$ cat src/hdl/assert_macros.svh
// assertion helpers for the keyword detector
`ifndef ASSERT_MACROS_SVH
`define ASSERT_MACROS_SVH

// clocked assertion, masked while reset is held
`define WWKD_ASSERT(label, clk, rst_n, prop, msg) \
    label: assert property (@(posedge clk) disable iff (!rst_n) prop) else $error(msg);

// clocked assertion, also checked during reset
`define WWKD_ASSERT_ALWAYS(label, clk, prop, msg) \
    label: assert property (@(posedge clk) prop) else $error(msg);

`endif

$ cat src/hdl/wwkd_pkg.sv
// ----------------------------------------------------------------------------
// wwkd_pkg
// shared types, keyword table and character helpers for the keyword detector
// ----------------------------------------------------------------------------
package wwkd_pkg;

    localparam int BufferBytesDefault = 1024;
    localparam int KwCount            = 9;
    localparam int KwMaxLen           = 9;
    localparam int WindowDepth        = 10;
    localparam int IndexW             = 4;

    // keywords right-aligned: last character sits in bits [7:0]
    localparam logic [KwMaxLen*8-1:0] KwText [KwCount] = '{
        (KwMaxLen*8)'("aimbot"),
        (KwMaxLen*8)'("wallhack"),
        (KwMaxLen*8)'("esp"),
        (KwMaxLen*8)'("speedhack"),
        (KwMaxLen*8)'("noclip"),
        (KwMaxLen*8)'("injector"),
        (KwMaxLen*8)'("trainer"),
        (KwMaxLen*8)'("cheat"),
        (KwMaxLen*8)'("hack")
    };

    localparam int KwLen [KwCount] = '{6, 8, 3, 9, 6, 8, 7, 5, 4};

    typedef struct packed {
        logic [7:0] text_byte;
        logic       final_byte;
    } t_in_item;

    typedef struct packed {
        logic              found;
        logic [IndexW-1:0] keyword_index;
    } t_out_item;

    typedef struct packed {
        logic shift;
        logic clear;
    } t_cell_ctl;

    typedef logic [WindowDepth-1:0][7:0] t_window;

    function automatic logic [7:0] fold_byte(input logic [7:0] c);
        logic [7:0] r;
        r = c;
        if (c inside {[8'h41:8'h5a]}) begin
            r = c + 8'd32;
        end
        return r;
    endfunction

    function automatic logic is_word_char(input logic [7:0] c);
        return (c inside {[8'h30:8'h39], [8'h41:8'h5a], [8'h61:8'h7a]});
    endfunction

endpackage

$ cat src/hdl/wwkd_cell.sv
// ----------------------------------------------------------------------------
// wwkd_cell
// one byte position of the text window, loaded from its left neighbour
// ----------------------------------------------------------------------------
module wwkd_cell (
    input  logic                 i_clk,
    input  logic                 i_rst_n,
    input  wwkd_pkg::t_cell_ctl  i_ctl,
    input  logic [7:0]           i_byte,
    output logic [7:0]           o_byte
);

    logic [7:0] r_byte;
    logic [7:0] n_byte;

    always_comb begin
        n_byte = r_byte;
        if (i_ctl.clear) begin
            n_byte = '0;
        end else if (i_ctl.shift) begin
            n_byte = i_byte;
        end
    end

    always_ff @(posedge i_clk) begin
        if (!i_rst_n) begin
            r_byte <= '0;
        end else begin
            r_byte <= n_byte;
        end
    end

    assign o_byte = r_byte;

endmodule

$ cat src/hdl/wwkd_match.sv
// ----------------------------------------------------------------------------
// wwkd_match
// compares the window against every keyword in parallel with a left boundary
// ----------------------------------------------------------------------------
module wwkd_match (
    input  wwkd_pkg::t_window              i_window,
    output logic [wwkd_pkg::KwCount-1:0]   o_hits
);

    for (genvar k = 0; k < wwkd_pkg::KwCount; k++) begin : g_kw
        localparam int Len = wwkd_pkg::KwLen[k];
        logic [Len-1:0] w_same;

        for (genvar j = 0; j < Len; j++) begin : g_chr
            assign w_same[j] = (i_window[j] == wwkd_pkg::KwText[k][8*j +: 8]);
        end

        assign o_hits[k] = (&w_same) && !wwkd_pkg::is_word_char(i_window[Len]);
    end

endmodule

$ cat src/hdl/whole_word_keyword_detector.sv
// ----------------------------------------------------------------------------
// whole_word_keyword_detector
// whole-word search for nine fixed keywords in a byte stream
// ----------------------------------------------------------------------------
// One byte is taken per clock cycle while i_in_valid is high and the input
// is not stalled. Bytes are case folded and shifted through a row of nine
// cells that, together with the incoming byte, form a ten-byte window; all
// nine keywords are compared against the window in the same cycle and a hit
// is confirmed once the following byte (or the end of the text) is seen to
// be non-alphanumeric. A zero byte or reaching BUFFER_BYTES-1 bytes closes
// the text. The registered result follows in the cycle after the final byte
// is taken; a final byte is held off only while an earlier result is stalled.
module whole_word_keyword_detector #(
    parameter int BUFFER_BYTES = wwkd_pkg::BufferBytesDefault
) (
    input  logic                i_clk,
    input  logic                i_rst_n,
    input  logic                i_in_valid,
    output logic                o_in_stall,
    input  wwkd_pkg::t_in_item  i_in_data,
    output logic                o_out_valid,
    input  logic                i_out_stall,
    output wwkd_pkg::t_out_item o_out_data
);

    `include "assert_macros.svh"

    localparam int KwCount     = wwkd_pkg::KwCount;
    localparam int WindowDepth = wwkd_pkg::WindowDepth;
    localparam int IndexW      = wwkd_pkg::IndexW;
    localparam int CountW      = $clog2(BUFFER_BYTES);
    localparam logic [CountW-1:0] CountLimit = CountW'(BUFFER_BYTES - 1);

    logic                        w_accept;
    logic                        w_last;
    logic [7:0]                  w_char;
    logic                        w_text_end;
    logic                        w_take;
    wwkd_pkg::t_cell_ctl         w_ctl;
    logic [WindowDepth-2:0][7:0] w_cell_q;
    wwkd_pkg::t_window           w_window;
    logic [KwCount-1:0]          w_hits;
    logic [KwCount-1:0]          w_step_matched;
    logic [KwCount-1:0]          w_step_pending;
    logic [KwCount-1:0]          w_final_set;
    logic [IndexW-1:0]           w_index;

    logic [KwCount-1:0]   r_pending, n_pending;
    logic [KwCount-1:0]   r_matched, n_matched;
    logic                 r_closed, n_closed;
    logic [CountW-1:0]    r_count, n_count;
    logic                 r_out_valid, n_out_valid;
    wwkd_pkg::t_out_item  r_out_data, n_out_data;

    assign o_in_stall = r_out_valid && i_out_stall && i_in_data.final_byte;
    assign w_accept   = i_in_valid && !o_in_stall;
    assign w_last     = i_in_data.final_byte;
    assign w_char     = wwkd_pkg::fold_byte(i_in_data.text_byte);
    assign w_text_end = !r_closed && ((i_in_data.text_byte == 8'd0) || (r_count == CountLimit));
    assign w_take     = !r_closed && !w_text_end;

    assign w_ctl.shift = w_accept && w_take;
    assign w_ctl.clear = w_accept && w_last;

    // window cells
    assign w_window[0] = w_char;

    for (genvar i = 0; i < WindowDepth - 1; i++) begin : g_cell
        if (i == 0) begin : g_head
            wwkd_cell u_cell (
                .i_clk   (i_clk),
                .i_rst_n (i_rst_n),
                .i_ctl   (w_ctl),
                .i_byte  (w_char),
                .o_byte  (w_cell_q[i])
            );
        end else begin : g_body
            wwkd_cell u_cell (
                .i_clk   (i_clk),
                .i_rst_n (i_rst_n),
                .i_ctl   (w_ctl),
                .i_byte  (w_cell_q[i-1]),
                .o_byte  (w_cell_q[i])
            );
        end
        assign w_window[i+1] = w_cell_q[i];
    end

    wwkd_match u_match (
        .i_window (w_window),
        .o_hits   (w_hits)
    );

    assign w_step_matched = r_matched |
        ((w_text_end || (w_take && !wwkd_pkg::is_word_char(w_char))) ? r_pending : '0);
    assign w_step_pending = w_take ? w_hits : '0;
    assign w_final_set    = w_step_matched | w_step_pending;

    always_comb begin
        w_index = '0;
        for (int k = KwCount - 1; k >= 0; k--) begin
            if (w_final_set[k]) begin
                w_index = IndexW'(k);
            end
        end
    end

    always_comb begin
        n_pending   = r_pending;
        n_matched   = r_matched;
        n_closed    = r_closed;
        n_count     = r_count;
        n_out_valid = r_out_valid && i_out_stall;
        n_out_data  = r_out_data;
        if (w_accept) begin
            if (w_last) begin
                n_pending                = '0;
                n_matched                = '0;
                n_closed                 = 1'b0;
                n_count                  = '0;
                n_out_valid              = 1'b1;
                n_out_data.found         = |w_final_set;
                n_out_data.keyword_index = w_index;
            end else begin
                n_pending = w_step_pending;
                n_matched = w_step_matched;
                n_closed  = r_closed || w_text_end;
                if (w_take) begin
                    n_count = r_count + 1'b1;
                end
            end
        end
    end

    always_ff @(posedge i_clk) begin
        if (!i_rst_n) begin
            r_pending   <= '0;
            r_matched   <= '0;
            r_closed    <= 1'b0;
            r_count     <= '0;
            r_out_valid <= 1'b0;
        end else begin
            r_pending   <= n_pending;
            r_matched   <= n_matched;
            r_closed    <= n_closed;
            r_count     <= n_count;
            r_out_valid <= n_out_valid;
        end
    end

    always_ff @(posedge i_clk) begin
        r_out_data <= n_out_data;
    end

    assign o_out_valid = r_out_valid;
    assign o_out_data  = r_out_data;

    `WWKD_ASSERT(a_result_follows_final, i_clk, i_rst_n, (w_accept && w_last) |=> r_out_valid, "no result after final byte")
    `WWKD_ASSERT(a_state_cleared_after_final, i_clk, i_rst_n, (w_accept && w_last) |=> (r_count == '0 && !r_closed && r_matched == '0), "text state not cleared")
    `WWKD_ASSERT(a_no_pending_when_closed, i_clk, i_rst_n, r_closed |-> (r_pending == '0), "pending hits on closed text")
    `WWKD_ASSERT(a_head_cell_loads, i_clk, i_rst_n, (w_accept && w_take && !w_last) |=> (w_cell_q[0] == $past(w_char)), "head cell did not load byte")
    `WWKD_ASSERT_ALWAYS(a_count_bounded, i_clk, !i_rst_n || (r_count <= CountLimit), "byte count past limit")

endmodule
$ cat config.mk
export PLATFORM = sky130hd
export DESIGN_NAME = whole_word_keyword_detector
export DESIGN_NICKNAME = d
export VERILOG_FILES = /design/src/hdl/wwkd_pkg.sv /design/src/hdl/wwkd_cell.sv /design/src/hdl/wwkd_match.sv /design/src/hdl/whole_word_keyword_detector.sv
export VERILOG_INCLUDE_DIRS = /design/src /design/src/hdl
export SDC_FILE = /design/constraint.sdc
export NUM_CORES = 1
export LEC_CHECK = 0
export BUFFER_PORTS_ARGS = -buffer_cell sky130_fd_sc_hd__buf_2
export CAP_MARGIN = 10
export CORE_MARGIN = 4
export CORE_UTILIZATION = 28
export CTS_CLUSTER_DIAMETER = 80
export DETAILED_ROUTE_END_ITERATION = 8
export SLEW_MARGIN = 0
export SYNTH_ARGS = -nofsm -noshare
export SYNTH_HDL_FRONTEND = slang
export SYNTH_SLANG_ARGS = --single-unit
$ cat constraint.sdc
create_clock -name i_clk -period 7.2 [get_ports i_clk]
set_clock_uncertainty 0.15 [all_clocks]
set_input_delay 2.16 -clock i_clk [delete_from_list [all_inputs] [get_ports i_clk]]
set_output_delay 2.16 -clock i_clk [all_outputs]
set_load 0.005 [all_outputs]
==> results.py <==
metrics = {
    "outcome": {
        "status": "completed",
    },
    "synthesis": {
        "synth_top_family_by_area": "simple AND/OR/NAND/NOR gates",
        "netlist_area_sq_um": 5220,
        "syn_inst": 666,
        "avgSynthCellArea_sq_um": 7.83,
        "synthArstFlopShare": 0,
        "ys.flop_type": "dfxtp_1",
        "synth_most_common_cell": "nand2_1",
        "seq_area_frac_synth": 0.420,
        "synth-compound-area-share": 0.182,
        "synth-adder-area-share": 0.00480,
        "synth_commonest_cells": "nand2_1 (163), a21oi_1 (108), dfxtp_1 (102), clkbuf_1 (35), nor2_1 (32)",
        "ys_ff_latch": 107,
        "syn-num-nets": 681,
        "yosysWarnings": 0,
        "synth.largest_area_cell": "dfxtp_1",
        "synth-xor-area-share": 0.0134,
        "synth-edff-count": 5,
        "synth.area.top_cells": "dfxtp_1 (39%), nand2_1 (12%), a21oi_1 (10%)",
        "synthMuxAreaShare": 0,
        "synth_top_cell_area_share": 0.392,
        "yosys.area_share.simple": 0.346,
        "ys_types": 66,
    },
    "timing": {
        "tns_ps": 0,
        "tightest_slew_ps": 1120,
        "slew_violations": 0,
        "rsz0062_at_grt": "no",
        "final-hold-violation-count": 0,
        "setup_violations": 0,
        "fin_ws_ps": 2200,
        "period_needed_ps": 5000,
        "relSlewSlack": 0.248,
        "min_period_over_period": 0.695,
        "max_clock_freq_ghz": 0.200,
    },
    "floorplanning": {
        "initial_core_util": 0.287,
        "die_h_um": 144,
        "core.rowCount": 49,
        "fp.dieW_um": 144,
        "pin_count": 20,
        "core_area_sq_um": 18100,
        "die_area_sq_um": 20900,
    },
    "final_layout": {
        "regArea_sq_um": 2190,
        "area_delta_synth_final_pct": 10.6,
        "stdcell_count": 897,
        "layout-drive-gt1-share": 0.0795,
        "finalNetCount": 677,
        "fill_cells": 1960,
        "multiInputGateArea_sq_um": 2850,
    },
    "power": {
        "p_leak_nw": 1.78,
        "powerDensity_nw_per_um2": 202,
        "ir_worst_vdd_uv": 108,
        "total_power_w": 0.00116,
    },
    "detailed_routing": {
        "detail_route.iter0.violations": 331,
        "wirelength_um": 13500,
        "wire_per_inst_um": 15.0,
        "drcViolationCount": 0,
        "vias": 4711,
        "vias_per_cell": 5.25,
        "ant_nets": 0,
        "drtPass1Iterations": 5,
    },
    "global_route": {
        "grt_pass1_wl_um": 22200,
        "grt_pass1_vias": 4379,
        "grt_max_degree": 77,
        "gr-total-overflow": 0,
        "antenna_found_initial": 0,
        "grtUsageTotal": 0.133,
    },
    "worst_hold_path": {
        "hold_class": "reg -> reg",
    },
    "clock_network": {
        "htreeDepth": 3,
        "cts.clk_slew.worst_paths_ps": 70,
        "insertion_delay_ps": 360,
        "cts_tree": "done",
        "cts_hold_buf": 0,
        "cts_buffers": 9,
        "numClockSinks": 107,
        "post_cts_buffers": 0,
        "ctsResizeCount": 0,
        "cts-root-buf": "clkbuf_16",
        "cts_max_path_buffers": 2,
    },
    "placement": {
        "port_buffers": 19,
        "dp_slack_ps": 2190,
        "dp.final_hpwl_um": 9130,
        "gp_congestion": 0.802,
        "place_inst": 880,
    },
    "worst_setup_path": {
        "cp.arrival_ps": 2690,
        "worst_path_max_delay_cell": "buf_2",
        "required_ps": 4890,
        "critPathMaxFanout": 12,
        "crit_path_cell_trace": "buf_2, nand3_1, inv_1, buf_2",
        "start_kind": "input pin",
        "cpLargestDelayFamily": "buffers and inverters",
        "crit_path_end_kind": "output pin",
        "path_buf_inv": 3,
        "critPathMaxStageDelay_ps": 220,
        "path_class": "in -> out",
        "cp_common_cell": "buf_2",
    },
    "flow_run": {
        "max-cap-violations": 0,
    },
}
-- cell families (layout without fill, tap and decap cells) --
kind of cell    count (synthesis)  after routing
flops                         107            107
fa+ha+maj                       2              2
simple gates                  344            344
xor+xnor                        8              8
other cells                     0              1
compound gates                160            160
buf+inv                        45             46
-- sequential cells by signal (all words and copies together), names as in the netlist --
| signal | cells |
|---|---|
| g_cell.g_body.u_cell.o_byte | 64 |
| r_matched | 9 |
| o_out_data | 5 |
| r_closed | 1 |
| r_count | 10 |
| r_pending | 9 |
| o_out_valid | 1 |
| g_cell.g_head.u_cell.o_byte | 8 |
-- metrics by stage --
stage / area [sq um] / hold slack (ps) / utilization
after floorplan: 5220 / 286 / -
after global placement: 5470 / 299 / 0.302
after detailed placement: 5470 / 301 / 0.302
after CTS: 5760 / 311 / 0.318
after global routing: 5760 / 338 / 0.318
final: 5770 / 307 / 0.318
-- power by group --
group / leakage [nW] / total (W) / switching [W] / internal, W
registers: 0.871 / 0.000609 / 0.00000706 / 0.000602
clock network: 0.146 / 0.000482 / 0.000218 / 0.000264
logic: 0.764 / 0.0000731 / 0.0000565 / 0.0000167
total: 1.78 / 0.00116 / 0.000282 / 0.000882
-- path summary, 6_finish.rpt --
path	from	end	slack (ps)	depth (start not counted)
max reg2reg	r_count[0]$_SDFFE_PN0P_	o_out_data[2]$_SDFFCE_PP0P_	4190	8
min reg2reg	g_cell[8].g_body.u_cell.o_byte[5]$_SDFFE_PP0P_	g_cell[8].g_body.u_cell.o_byte[5]$_SDFFE_PP0P_	310	2
max	i_in_data[0]	o_in_stall	2200	4
min	g_cell[8].g_body.u_cell.o_byte[5]$_SDFFE_PP0P_	g_cell[8].g_body.u_cell.o_byte[5]$_SDFFE_PP0P_	310	2
-- per-layer routing --
layer | track usage | vias up | share of wire
li1 | - | 2370 | -
met1 | 0.185 | 2229 | 0.49
met2 | 0.202 | 103 | 0.45
met3 | 0.0347 | 9 | 0.045
met4 | 0.0393 | 0 | 0.014
met5 | 0 | - | 0
-- layout by cell type (no fill, tap or decap), types with 5 or more instances in the layout --
cell	synthesis	final
xor2_1	6	6
buf_2	1	19
nor4b_1	7	7
nand4b_1	6	6
nor2_1	32	32
edfxtp_1	5	5
a21oi_1	108	108
or4_1	6	6
and2_1	7	7
o21ai_0	9	9
nor3_1	17	17
nand3_1	18	18
dfxtp_1	102	102
a211oi_1	6	6
nand4_1	13	13
clkbuf_16	0	9
nor4bb_1	5	5
nand2_1	163	162
inv_1	8	8
nor4_1	9	9
nor2b_1	17	17
-- worst register-to-register path, cell delays in order, from the launching register on --
cell and delay, ps:
dfxtp_1 340, ha_1 240, and4_1 240, a311o_1 400, or3_1 380, or3_4 350
o21a_1 210, and4_4 210, nor4_2 300
-- area by class of cell --
type	count	share of cell area
Timing Repair Buffer	22	0.0204
Sequential cell	107	0.380
Tap cell	229	0.0497
Inverter	8	0.00521
Clock buffer	13	0.0469
Multi-Input combinational cell	514	0.494
Antenna cell	1	0.000434
Clock inverter	3	0.00347
Power figures use the tool's default switching activity.
